## config.mk

```make
export PLATFORM = sky130hd
export DESIGN_NAME = pipeline_hazard_forward_unit_flat
export DESIGN_NICKNAME = d
export VERILOG_FILES = /design/src/rtl/core/phfu_pkg.sv /design/src/rtl/core/phfu_if.sv /design/src/rtl/core/pipeline_hazard_forward_unit.sv /design/src/rtl/core/phfu_mode_reg.sv /design/src/rtl/core/phfu_resolve.sv /design/src/flat_wrapper.sv
export SDC_FILE = /design/constraint.sdc
export NUM_CORES = 1
export LEC_CHECK = 0
export CAP_MARGIN = 0
export CORE_MARGIN = 2
export CORE_UTILIZATION = 50
export CTS_CLUSTER_SIZE = 12
export DETAILED_ROUTE_END_ITERATION = 6
export DONT_BUFFER_PORTS = 1
export GPL_TIMING_DRIVEN = 0
export PLACE_DENSITY = 0.68
export SLEW_MARGIN = 10
export SYNTH_ARGS = -nofsm -noshare
export SYNTH_HDL_FRONTEND = slang
export SYNTH_SLANG_ARGS = --single-unit
```

## constraint.sdc

```tcl
create_clock -name clock -period 1.7 [get_ports clock]
set_input_delay 0.085 -clock clock [delete_from_list [all_inputs] [get_ports clock]]
set_output_delay 0.085 -clock clock [all_outputs]
set_load 0.03 [all_outputs]
```

## src/rtl/core/phfu_pkg.sv

```systemverilog
// Shared types and codes of the pipeline hazard and forwarding unit.
// Depends on nothing; every other file of the block imports it.
package phfu_pkg;

   // Hazard handling mode, as held in the mode register.
   typedef logic [1:0] mode_type;
   localparam mode_type MODE_OFF       = 2'd0;
   localparam mode_type MODE_STALL     = 2'd1;
   localparam mode_type MODE_STALL_FWD = 2'd2;
   localparam mode_type MODE_RESET     = MODE_STALL_FWD;

   // Operand source select codes for the ALU operands.
   typedef logic [1:0] fwd_sel_type;
   localparam fwd_sel_type FWD_REGFILE = 2'd0;
   localparam fwd_sel_type FWD_MEM     = 2'd1;
   localparam fwd_sel_type FWD_EX      = 2'd2;

   typedef logic [4:0] reg_num_type;

   // Bit positions inside the decode need flags.
   localparam int NEED_ALU_A = 0;
   localparam int NEED_ALU_B = 1;
   localparam int NEED_BR_A  = 2;
   localparam int NEED_BR_B  = 3;

   // One request: decode sources plus the execute and memory stage state.
   typedef struct packed {
      reg_num_type dec_src_a;
      reg_num_type dec_src_b;
      logic [3:0]  dec_need;
      logic        ex_writes;
      reg_num_type ex_dest;
      logic        ex_is_load;
      logic        ex_stop_fetch;
      logic        mem_writes;
      reg_num_type mem_dest;
      logic        mem_is_load;
      logic        mem_stop_fetch;
   } req_type;

   // One result: stall and forwarding decisions.
   typedef struct packed {
      logic        stall_res;
      logic        branch_wait;
      fwd_sel_type fwd_sel_a;
      fwd_sel_type fwd_sel_b;
      logic        branch_fwd_a;
      logic        branch_fwd_b;
   } rsp_type;

endpackage

```

## src/rtl/core/phfu_if.sv

```systemverilog
// Channel interfaces of the hazard unit: request, result and mode write.
// Depends on phfu_pkg for the payload types.
interface phfu_req_if;
   import phfu_pkg::*;
   logic    valid;
   logic    ready;
   req_type data;
   modport source (output valid, output data, input ready);
   modport sink (input valid, input data, output ready);
endinterface

interface phfu_rsp_if;
   import phfu_pkg::*;
   logic    valid;
   logic    ready;
   rsp_type data;
   modport source (output valid, output data, input ready);
   modport sink (input valid, input data, output ready);
endinterface

interface phfu_csr_if;
   import phfu_pkg::*;
   logic     valid;
   logic     ready;
   mode_type data;
   modport source (output valid, output data, input ready);
   modport sink (input valid, input data, output ready);
endinterface

```

## src/rtl/core/pipeline_hazard_forward_unit.sv

```systemverilog
// Top level of the pipeline hazard and forwarding unit.
// Depends on phfu_pkg, phfu_if, phfu_mode_reg and phfu_resolve.
//
//   channel   direction  payload                       handshake
//   req_bus   in         decode and stage state        valid / ready
//   rsp_bus   out        stall and forward decisions   valid / ready
//   csr_bus   in         hazard mode (2 bits)          valid / ready (always ready)
//
// One request per cycle is taken while ready is high; its result passes through
// the request register and then the result register.
// Reset is synchronous and empties both registers; the mode returns to stall
// and forward. A stalled result holds in the result register while the request
// register still takes one more request; ready falls only when both are full.
module pipeline_hazard_forward_unit
   import phfu_pkg::*;
(
   input  logic        clock,
   input  logic        reset,
   phfu_req_if.sink    req_bus,
   phfu_rsp_if.source  rsp_bus,
   phfu_csr_if.sink    csr_bus
);

   mode_type mode;
   req_type  req_data_ff;
   logic     req_valid_ff;
   logic     req_valid_in;
   rsp_type  rsp_data_ff;
   rsp_type  rsp_calc;
   logic     rsp_valid_ff;
   logic     rsp_valid_in;
   logic     rsp_load;
   logic     req_load;

   phfu_mode_reg u_mode_reg (
      .clock   (clock),
      .reset   (reset),
      .csr_bus (csr_bus),
      .mode    (mode)
   );

   phfu_resolve u_resolve (
      .mode (mode),
      .req  (req_data_ff),
      .rsp  (rsp_calc)
   );

   // The result register takes a new value when empty or being emptied.
   assign rsp_load = !rsp_valid_ff || rsp_bus.ready;
   assign req_load = !req_valid_ff || rsp_load;
   assign req_bus.ready = req_load;

   always_comb begin
      rsp_valid_in = rsp_valid_ff;
      if (rsp_load) begin
         rsp_valid_in = req_valid_ff;
      end
      req_valid_in = req_valid_ff;
      if (req_load) begin
         req_valid_in = req_bus.valid;
      end
   end

   // Control state.
   always_ff @(posedge clock) begin
      if (reset) begin
         req_valid_ff <= 1'b0;
         rsp_valid_ff <= 1'b0;
      end else begin
         req_valid_ff <= req_valid_in;
         rsp_valid_ff <= rsp_valid_in;
      end
   end

   // Payload registers.
   always_ff @(posedge clock) begin
      if (req_load && req_bus.valid) begin
         req_data_ff <= req_bus.data;
      end
      if (rsp_load && req_valid_ff) begin
         rsp_data_ff <= rsp_calc;
      end
   end

   assign rsp_bus.valid = rsp_valid_ff;
   assign rsp_bus.data  = rsp_data_ff;

   // A branch stall is always part of a stall.
   assert property (@(posedge clock) disable iff (reset)
      rsp_valid_ff && rsp_data_ff.branch_wait |-> rsp_data_ff.stall_res)
      else $error("branch stall without stall");

   // Select code three is never produced.
   assert property (@(posedge clock) disable iff (reset)
      rsp_valid_ff |-> (rsp_data_ff.fwd_sel_a != 2'd3) && (rsp_data_ff.fwd_sel_b != 2'd3))
      else $error("invalid forward select");

   // A branch operand is never both forwarded and stalled on in execute.
   assert property (@(posedge clock) disable iff (reset)
      rsp_valid_ff && (rsp_data_ff.branch_fwd_a || rsp_data_ff.branch_fwd_b)
      |-> !rsp_data_ff.branch_wait)
      else $error("branch forward during branch stall");

   // A held request is not dropped while the result register is blocked.
   assert property (@(posedge clock) disable iff (reset)
      req_valid_ff && !rsp_load |=> req_valid_ff && $stable(req_data_ff))
      else $error("held request lost");

endmodule

```

## src/rtl/core/phfu_mode_reg.sv

```systemverilog
// Mode register of the hazard unit, written over the configuration channel.
// Depends on phfu_pkg and phfu_csr_if.
module phfu_mode_reg
   import phfu_pkg::*;
(
   input  logic      clock,
   input  logic      reset,
   phfu_csr_if.sink  csr_bus,
   output mode_type  mode
);

   mode_type mode_ff;
   mode_type mode_in;

   // A write is always taken at once.
   assign csr_bus.ready = 1'b1;

   always_comb begin
      mode_in = mode_ff;
      if (csr_bus.valid) begin
         mode_in = csr_bus.data;
      end
   end

   always_ff @(posedge clock) begin
      if (reset) begin
         mode_ff <= MODE_RESET;
      end else begin
         mode_ff <= mode_in;
      end
   end

   assign mode = mode_ff;

endmodule

```

## src/rtl/core/phfu_resolve.sv

```systemverilog
// Hazard detection and forward selection for one registered request.
// Depends on phfu_pkg; purely combinational.
module phfu_resolve
   import phfu_pkg::*;
(
   input  mode_type mode,
   input  req_type  req,
   output rsp_type  rsp
);

   logic active;
   logic fwd_on;
   logic ex_ok;
   logic mem_ok;
   logic m_a, m_b, e_a, e_b;
   logic be_a, be_b, bm_a, bm_b;
   logic be_any;
   logic alu_stall, br_stall;

   // A stage can supply a value only if it writes a register other than zero.
   assign ex_ok  = req.ex_writes && (req.ex_dest != '0);
   assign mem_ok = req.mem_writes && (req.mem_dest != '0);

   assign active = (mode != MODE_OFF);
   assign fwd_on = (mode == MODE_STALL_FWD);

   // Matches of each source against each stage, for ALU and branch use.
   assign m_a  = mem_ok && req.dec_need[NEED_ALU_A] && (req.mem_dest == req.dec_src_a);
   assign m_b  = mem_ok && req.dec_need[NEED_ALU_B] && (req.mem_dest == req.dec_src_b);
   assign e_a  = ex_ok && req.dec_need[NEED_ALU_A] && (req.ex_dest == req.dec_src_a);
   assign e_b  = ex_ok && req.dec_need[NEED_ALU_B] && (req.ex_dest == req.dec_src_b);
   assign bm_a = mem_ok && req.dec_need[NEED_BR_A] && (req.mem_dest == req.dec_src_a);
   assign bm_b = mem_ok && req.dec_need[NEED_BR_B] && (req.mem_dest == req.dec_src_b);
   assign be_a = ex_ok && req.dec_need[NEED_BR_A] && (req.ex_dest == req.dec_src_a);
   assign be_b = ex_ok && req.dec_need[NEED_BR_B] && (req.ex_dest == req.dec_src_b);
   assign be_any = be_a || be_b;

   // ALU operands stall when they cannot be forwarded: no forwarding at all,
   // or a load still in execute.
   assign alu_stall = (!fwd_on && (m_a || m_b))
                    || ((!fwd_on || req.ex_is_load) && (e_a || e_b));

   // Branch operands from execute always stall; from memory only when that
   // value is a load or forwarding is off.
   assign br_stall = be_any || ((!fwd_on || req.mem_is_load) && (bm_a || bm_b));

   // Operand selects: execute wins over memory unless execute holds a load.
   // Fetch-stop requests stall whatever the mode.
   always_comb begin
      rsp.fwd_sel_a = FWD_REGFILE;
      rsp.fwd_sel_b = FWD_REGFILE;
      if (active && fwd_on) begin
         if (e_a && !req.ex_is_load) begin
            rsp.fwd_sel_a = FWD_EX;
         end else if (m_a) begin
            rsp.fwd_sel_a = FWD_MEM;
         end
         if (e_b && !req.ex_is_load) begin
            rsp.fwd_sel_b = FWD_EX;
         end else if (m_b) begin
            rsp.fwd_sel_b = FWD_MEM;
         end
      end
      rsp.stall_res    = (active && (alu_stall || br_stall))
                       || req.ex_stop_fetch || req.mem_stop_fetch;
      rsp.branch_wait  = active && be_any;
      rsp.branch_fwd_a = active && fwd_on && !be_any && !req.mem_is_load && bm_a;
      rsp.branch_fwd_b = active && fwd_on && !be_any && !req.mem_is_load && bm_b;
   end

endmodule
```

## src/flat_wrapper.sv

```systemverilog
// flat-port wrapper written by rule: the top's interface ports become plain ports
module pipeline_hazard_forward_unit_flat import phfu_pkg::*;
  (clock, reset, req_bus_valid, req_bus_data, req_bus_ready, rsp_bus_valid, rsp_bus_data, rsp_bus_ready, csr_bus_valid, csr_bus_data, csr_bus_ready);
  phfu_req_if req_bus_i ();
  phfu_rsp_if rsp_bus_i ();
  phfu_csr_if csr_bus_i ();
  input  logic clock;
  input  logic reset;
  input wire logic [$bits(req_bus_i.valid)-1:0] req_bus_valid;
  input wire logic [$bits(req_bus_i.data)-1:0] req_bus_data;
  output wire logic [$bits(req_bus_i.ready)-1:0] req_bus_ready;
  output wire logic [$bits(rsp_bus_i.valid)-1:0] rsp_bus_valid;
  output wire logic [$bits(rsp_bus_i.data)-1:0] rsp_bus_data;
  input wire logic [$bits(rsp_bus_i.ready)-1:0] rsp_bus_ready;
  input wire logic [$bits(csr_bus_i.valid)-1:0] csr_bus_valid;
  input wire logic [$bits(csr_bus_i.data)-1:0] csr_bus_data;
  output wire logic [$bits(csr_bus_i.ready)-1:0] csr_bus_ready;
  assign req_bus_i.valid = req_bus_valid;
  assign req_bus_i.data = req_bus_data;
  assign req_bus_ready = req_bus_i.ready;
  assign rsp_bus_valid = rsp_bus_i.valid;
  assign rsp_bus_data = rsp_bus_i.data;
  assign rsp_bus_i.ready = rsp_bus_ready;
  assign csr_bus_i.valid = csr_bus_valid;
  assign csr_bus_i.data = csr_bus_data;
  assign csr_bus_ready = csr_bus_i.ready;
  pipeline_hazard_forward_unit u_core (.clock(clock), .reset(reset), .req_bus(req_bus_i), .rsp_bus(rsp_bus_i), .csr_bus(csr_bus_i));
endmodule
```

==> impl_metrics.ini, run 1 <==
[status]
status = finished, violations left
violations = negative setup slack

[setup_path]
cp_max_fo = 3
arrival_ns = 1.91
cpPeakStageDelay_ns = 0.45
crit_slowest_cell = edfxtp_1
path_cells = xnor2_1 > and3_1 > nand4_1 > o2bb2ai_1 > and2_1 > a31oi_1
required_ns = 1.91
crit_path_start_kind = flop
crit_type = reg2reg
end_kind = flop

[sta]
rsz0062_at_grt = yes
drv_slew = 0
hold_viol_final = 0
fin_crit_sh = 1.00
setup_viol = 1
max_slew_margin = 0.595
period_needed_ns = 1.70
skew_ns = 0.00450
tightestPinTransition_ns = 0.607
max_freq_mhz = 587
setup_tns_ns = -0.00322
finalWorstSetupSlack_ns = -0.00322

[clock_network]
clkLatencyLatePin_ns = 0.36
clock_sinks = 42
cts_tree = yes
root_buffer = clkbuf_4
cts_made_buffers = 5
cts_buffer_depth = 2
clk_pin_slew_ns = 0.12
ctsHtreeMaxLevel = 2

[synth]
async_flop_share = 0
ys_warn_count = 0
syn_avg_cell_area_um2 = 14.0
yosysUniqueCellTypes = 26
syn_area_um2 = 1750
ys_seq_area_frac = 0.699
synthCells = 125
ys_ff_latch = 42
synth_edf_count = 38
synth_fp_nets = 162
synth_ff_type = edfxtp_1

[floorplanning]
die_h_um = 63.1
fp-row-count = 21
die_w_um = 63.1
start_util = 0.524
coreArea_um2 = 3340
die-area_um2 = 3980
io_pins = 48

[power]
internal_power_mw = 1.46
clockPowerShare = 0.244
power_mw = 1.93
peakVddDrop_uv = 526
switchingPower_mw = 0.475
comb_power_share = 0.105
switching_share = 0.246
power_density_nw_per_um2 = 852
power_leakage_nw = 0.801
power_frac_seq = 0.652

[placement]
gp_congestion = 0.735
place_inst = 171
io_buffers = 0
dp_hpwl_mm = 2.12

[finish]
fin_cells = 219
multiInputGateArea_um2 = 536
drive_gt1_frac = 0.0983
diodes = 0
utilization = 0.679
final_nets = 209
regArea_um2 = 1220
area_delta_synth_final_pct = 29.6
n_fill_cell = 253

[job]
maxCapViolCount = 0

[drt]
drcViolationCount = 0
ant_nets = 0
vias = 1152
drt_wl_total_mm = 3.45
routedWlPerCell_um = 15.7
drt_iter0_drc = 95
drtPass1Iterations = 4
vias_per_cell = 5.26

[min_path]
hold_path_class = in2reg

[global_routing]
grt_pass1_wl_mm = 5.44
antenna_found_initial = 0
grt_max_degree = 31
overflow = 0
grt_usage = 0.187
grt_pass1_vias = 1222
worst paths after layout:
kind              slack (ns)                endpoint  cells past startpoint              startpoint
hold reg to reg         0.66  u_core.rsp_bus.data[3]                      1   u_core.req_data_ff[9]
setup reg to reg      -0.003  u_core.rsp_bus.data[7]                      6  u_core.req_data_ff[14]
setup / recovery      -0.003  u_core.rsp_bus.data[7]                      6  u_core.req_data_ff[14]
hold / removal          0.11  u_core.req_data_ff[25]                      1           req_bus_valid
layout by cell type, fill, tap and decap left out:
cell type	instances
a211o_1	1
a21o_1	1
a21oi_1	2
a21oi_2	1
a31oi_1	1
and2_1	1
and2_2	1
and2_4	1
and3_1	5
buf_4	2
clkbuf_4	5
clkinv_1	1
clkinv_2	1
clkinvlp_4	1
conb_1	1
dfxtp_1	3
dfxtp_2	1
dlygate4sd3_1	38
edfxtp_1	38
mux2i_1	1
nand2_1	4
nand2_2	2
nand3_1	4
nand4_1	4
nor2_1	18
nor2b_1	3
nor3_1	5
nor4_1	2
nor4_2	1
nor4_4	1
o21ai_1	1
o2bb2ai_1	1
or2b_1	1
xnor2_1	4
xor2_1	16
power groups by stage:
stage	Clock (mW)	Combinational (mW)	Sequential, mW
2_1_floorplan	0	0.102	1.27
3_3_place_gp	0	0.117	1.28
3_5_place_dp	0	0.122	1.28
4_1_cts	0.476	0.193	1.26
5_1_grt	0.523	0.222	1.26
6_report	0.470	0.202	1.26
critical path: cells and delay by family (launching register included):
kind / cells / cell delay, ns
AOI/OAI and AO/OA: 2 / 0.35
DFF: 1 / 0.45
xor gates and xnor gates: 1 / 0.24
and+or+nand+nor: 3 / 0.52
synth_stat cells, types with 2 or more instances:
master    number  area share
nor2b_1        3       0.011
dfxtp_1        4       0.046
a21oi_1        3      0.0086
edfxtp_1      38        0.65
nand4_1        4       0.014
nor4_1         2      0.0072
xnor2_1        4       0.020
and2_1         2      0.0072
nand2_1        5       0.011
nor2_1        18       0.039
nand3_1        4       0.011
xor2_1        16       0.080
nor3_1         5       0.014
and3_1         5       0.018
repair_timing:
action                                 CTS  global route
buffers inserted                         0             1
endpoints found under the hold margin   34             0
gates cloned                             0             1
hold buffers                            38             0
setup endpoints to repair               30            32
pin swaps                                0             1
resized for setup                        1             2
metrics by stage:
step	setup WS, ns	hold slack, ns	area, um2
finish	-0.00322	0.114	2260
global route	-0.104	0.112	2260
CTS	0.0171	0.166	2240
detailed placement	-0.00280	0.160	1810
global placement	0.00960	0.158	1810
floorplan	0.0992	0.157	1750
registers in the layout, summed over array words and instances (netlist names):
name                    flops
u_core.req_data_ff         30
u_core.req_valid_ff         1
u_core.rsp_bus.data         8
u_core.rsp_bus.valid        1
u_core.u_mode_reg.mode      2
routing by layer:
| metal | track usage | share of wire | vias up |
|---|---|---|---|
| li1 | - | - | 552 |
| met1 | 0.194 | 0.37 | 538 |
| met2 | 0.314 | 0.54 | 50 |
| met3 | 0.0714 | 0.058 | 12 |
| met4 | 0.122 | 0.033 | 0 |
| met5 | 0 | 0 | - |
logic make-up (layout without fill, tap and decap cells):
group                  count (synthesis)  after routing  share of synthesized area
flip-flops                            42             42                      0.699
AO/OA/AOI/OAI                          8              8                     0.0293
buffers and inverters                  1             48                    0.00430
other                                  1              1                    0.00215
AND/OR/NAND/NOR                       52             53                      0.160
multiplexers                           1              1                    0.00573
XOR/XNOR                              20             20                      0.100
final cells by class:
cell class,instances,share of cell area
buffer,1,0.00331
clock buffer,5,0.0166
clock inverter,3,0.00718
multi-input combinational,83,0.236
sequential,42,0.540
tap,46,0.0254
timing repair buffer,39,0.171
Note: power is estimated with default switching activity, not from simulation.
==> run 2, diff against run 1 <==
BUFFER_PORTS_ARGS = -buffer_cell sky130_fd_sc_hd__clkbuf_2   (was default)
CORE_UTILIZATION = 46   (was 50)
DONT_BUFFER_PORTS = default   (was 1)
PLACE_DENSITY = 0.74   (was 0.68)
==> run 2 against run 1 <==
The run now ends clean. Cell count rose by 20%. Highest routed layer unchanged. Clock skew is essentially flat. Largest power group unchanged. Critical endpoint unchanged. First-iteration DRC count fell by 41%. Count of clock-buffer cells in the layout increased by 2.
==> impl_metrics.ini, run 2 (synthesis results as in run 1) <==
[status]
status = completed

[global_routing]
overflow = 0
grt_pass1_wl_mm = 5.40
grt_usage = 0.170
grt_max_degree = 31
antenna_found_initial = 0
grt_pass1_vias = 1219

[placement]
gp_congestion = 0.792
dp_hpwl_mm = 2.19
dpl_cell_area_um2 = 2040
io_buffers = 46
place_inst = 219

[drt]
drt_wl_total_mm = 3.33
vias_per_cell = 4.73
drcViolationCount = 0
drtPass1Iterations = 4
ant_nets = 0
vias = 1244
drt_iter0_drc = 56
routedWlPerCell_um = 12.7

[clock_network]
clock_sinks = 42
clk_pin_slew_ns = 0.07
clkLatencyLatePin_ns = 0.29
cts_buffer_depth = 2
cts_tree = yes
root_buffer = clkbuf_8
cts_made_buffers = 5
ctsHtreeMaxLevel = 2

[finish]
fin_area_um2 = 2510
fin_cells = 263
top_register = u_core.req_data_ff
final_nets = 251
drive_gt1_frac = 0.298
area_delta_synth_final_pct = 43.6
final_common_cell = clkbuf_2
largest_reg_flops = 30
utilization = 0.686
n_fill_cell = 246
mostFrequentLayoutCells = clkbuf_2 (46), edfxtp_1 (38), dlygate4sd3_1 (31), nor2_1 (18), xor2_1 (16)
diodes = 0

[power]
power_mw = 2.25
peakVddDrop_uv = 677
power_leakage_nw = 1.01
power_density_nw_per_um2 = 898

[sta]
skew_ns = 0.00441
period_needed_ns = 1.67
setup_viol = 0
hold_ws_ns = 0.0109
tightestPinTransition_ns = 0.611
max_freq_mhz = 597
rsz0062_at_grt = yes
drv_slew = 0
fin_crit_sh = 0.985
hold_viol_final = 0
max_slew_margin = 0.592

[floorplanning]
io_pins = 48
start_util = 0.477
coreArea_um2 = 3660
die-area_um2 = 4310
die_w_um = 65.6
fp-row-count = 22
die_h_um = 65.6

[setup_path]
crit_type = reg2reg
required_ns = 1.83
cp_max_fo = 3
end_kind = flop
crit_path_start_kind = flop
arrival_ns = 1.81

[min_path]
hold_path_class = in2reg

[job]
maxCapViolCount = 0
run 2: routing by layer:
metal	track usage	routed length (um)	vias up
li1	-	-	630
met1	0.205	1390	559
met2	0.279	1700	50
met3	0.0462	189	5
met4	0.0833	51	0
met5	0	0	-
run 2: cell type report:
type                       instances  area (um2)  share of cell area
sequential                        42        1220               0.487
buffer                             1        7.51             0.00299
tap                               48        60.1              0.0239
multi-input combinational         82         537               0.214
timing repair buffer              82         578               0.230
clock buffer                       7        76.3              0.0304
clock inverter                     1        30.0              0.0120
run 2: worst max-delay path, cell delays in order, from the launching register on:
cell and delay (ns):
edfxtp_1 0.45, xor2_1 0.20, nor4_4 0.32, nand3_1 0.14, a21oi_1 0.18, a21oi_1 0.05, a31oi_1 0.18
run 2: worst paths after layout:
check	start	to	slack (ns)	cells after the start
setup / recovery	u_core.req_data_ff[2]	u_core.rsp_bus.data[7]	0.03	6
hold / removal	reset	u_core.rsp_bus.valid	0.01	2
setup reg to reg	u_core.req_data_ff[2]	u_core.rsp_bus.data[7]	0.03	6
hold reg to reg	u_core.req_valid_ff	u_core.rsp_bus.valid	0.52	2
run 2: power by group:
part | internal, mW | switching [mW]
combinational | 0.138 | 0.126
clock | 0.439 | 0.315
sequential | 1.19 | 0.0433
total | 1.77 | 0.484
run 2: repair_timing:
action,4_1_cts,5_1_grt
endpoints found under the setup margin,0,1
setup buffers,0,5
hold buffers,31,0
hold endpoints to repair,31,0
resized for setup,0,2
run 2: through the flow:
| step | TNS [ns] | worst slack (ns) |
|---|---|---|
| 5_1_grt | -0.159 | -0.159 |
| 2_1_floorplan | 0 | 0.0992 |
| 6_report | 0 | 0.0259 |
| 3_3_place_gp | 0 | 0.0930 |
| 4_1_cts | 0 | 0.0339 |
| 3_5_place_dp | 0 | 0.0506 |
==> run 3, diff against run 2 <==
CORE_UTILIZATION = 30   (was 46)
PLACE_DENSITY = default   (was 0.74)
clock period = 2.1 ns   (was 1.7 ns; I/O delays follow)
==> run 3 against run 2 <==
Setup slack better by 0.37 ns. Worst hold slack better by 0.00073 ns. Power decreased by 25%. Flip-flop and latch count unchanged. Critical path depth stayed put. Largest cell class unchanged. Clock skew down 0.0021 ns. Fmax is 1.5% lower. Via count down 2.3%.
==> impl_metrics.ini, run 3 (synthesis results as in run 1) <==
[global_routing]
overflow = 0
grt_pass1_vias = 1222
grt_usage = 0.112
antenna_found_initial = 0
grt_max_degree = 31
grt_pass1_wl_mm = 5.39

[drt]
drcViolationCount = 0
drt_iter0_drc = 48
ant_nets = 0
vias_per_cell = 4.34
vias = 1215
drt_wl_total_mm = 3.30
drtPass1Iterations = 4
routedWlPerCell_um = 11.8

[sta]
drv_slew = 0
setup_viol = 0
fin_crit_sh = 0.809
skew_ns = 0.00233
max_slew_margin = 0.563
max_freq_mhz = 588
hold_viol_final = 0
period_needed_ns = 1.70
setup_tns_ns = 0
tightestPinTransition_ns = 0.656
hold_ws_ns = 0.0116
rsz0062_at_grt = no

[clock_network]
root_buffer = clkbuf_8
clkLatencyLatePin_ns = 0.29
ctsHtreeMaxLevel = 2
clock_sinks = 42
cts_resized = 0
cts_made_buffers = 5
cts_tree = yes
clk_pin_slew_ns = 0.07
cts_buffer_depth = 2
cts_setup_buffers = 0

[power]
peakVddDrop_uv = 348
comb_power_share = 0.118
power_leakage_nw = 0.956
power_density_nw_per_um2 = 691
switching_share = 0.234
power_frac_seq = 0.591
switchingPower_mw = 0.395
internal_power_mw = 1.29
clockPowerShare = 0.291

[floorplanning]
die_h_um = 80.3
io_pins = 48
die-area_um2 = 6450
start_util = 0.314
coreArea_um2 = 5570
die_w_um = 80.3
fp-row-count = 27

[setup_path]
crit_slowest_cell = edfxtp_1
cp_max_fo = 3
required_ns = 2.23
end_kind = flop
crit_path_start_kind = flop
crit_family = simple AND/OR/NAND/NOR gates
crit_type = reg2reg
arrival_ns = 1.83
path_cells = xor2_1 > nor4_2 > nand3_1 > a21oi_1 > a21oi_1 > a31oi_1
cpPeakStageDelay_ns = 0.45
cp.buffers_inverters = 0
cpMostUsedCell = a21oi_1

[placement]
gp_congestion = 0.771
place_inst = 243
io_buffers = 46
dp_hpwl_mm = 2.34

[finish]
fin_cells = 280
multiInputGateArea_um2 = 520
largest_reg_flops = 30
regArea_um2 = 1220
final_nets = 244
drive_gt1_frac = 0.279
diodes = 0
top_register = u_core.req_data_ff
mostFrequentLayoutCells = clkbuf_2 (46), edfxtp_1 (38), dlygate4sd3_1 (29), nor2_1 (18), xor2_1 (16)
area_delta_synth_final_pct = 39.9
n_fill_cell = 511
final_common_cell = clkbuf_2

[status]
status = completed

[min_path]
hold_path_class = in2reg

[job]
maxCapViolCount = 0
==> run 3: changes by cell type in the layout (fill, tap and decap cells not counted), sizes merged <==
cell and change:
buf -5, dlygate4sd3 -2, bufinv -1, clkbuf -2, clkinv +2, clkinvlp +1
==> run 3: power groups by stage <==
stage | Combinational (mW) | Sequential (mW) | Clock (mW)
after CTS | 0.200 | 0.999 | 0.504
after global routing | 0.221 | 1.00 | 0.537
after global placement | 0.158 | 1.02 | 0
final | 0.200 | 0.998 | 0.491
after detailed placement | 0.158 | 1.02 | 0
after floorplan | 0.0819 | 1.03 | 0
==> run 3: worst register-to-register path, cell delays in order, from the launching register on <==
cell,delay (ns)
edfxtp_1,0.45
xor2_1,0.19
nor4_2,0.35
nand3_1,0.16
a21oi_1,0.15
a21oi_1,0.05
a31oi_1,0.19
==> run 3: cell type report <==
class,instances,share of cell area
tap,72,0.0368
clock buffer,5,0.0281
clock inverter,3,0.00665
multi-input combinational,82,0.213
buffer,1,0.00307
timing repair buffer,75,0.213
sequential,42,0.499
==> run 3: stage by stage <==
stage / cell area [um2] / power [mW] / setup slack, ns / util
finish: 2440 / 1.69 / 0.400 / 0.439
global route: 2440 / 1.76 / 0.228 / 0.439
CTS: 2440 / 1.70 / 0.107 / 0.438
detailed placement: 2070 / 1.18 / 0.102 / 0.371
global placement: 2070 / 1.17 / 0.128 / 0.371
floorplan: 1750 / 1.11 / 0.0623 / -
==> run 3: worst paths after layout <==
| kind | cells past startpoint | endpoint | slack, ns | start |
|---|---|---|---|---|
| setup / recovery | 6 | u_core.rsp_bus.data[7] | 0.40 | u_core.req_data_ff[6] |
| hold / removal | 1 | u_core.req_data_ff[9] | 0.01 | req_bus_data[9] |
| setup reg to reg | 6 | u_core.rsp_bus.data[7] | 0.40 | u_core.req_data_ff[6] |
| hold reg to reg | 2 | u_core.rsp_bus.valid | 0.51 | u_core.req_valid_ff |
==> run 3: layer usage <==
layer | vias up | wire (um) | track usage
met3 | 6 | 160 | 0.0315
met2 | 31 | 1620 | 0.195
met1 | 560 | 1460 | 0.127
li1 | 618 | - | -
met4 | 0 | 61 | 0.0508
met5 | - | 0 | 0
==> run 3: repair_timing <==
action	CTS	global route
endpoints found under the setup margin	0	0
endpoints found under the hold margin	29	0
hold buffers	29	0
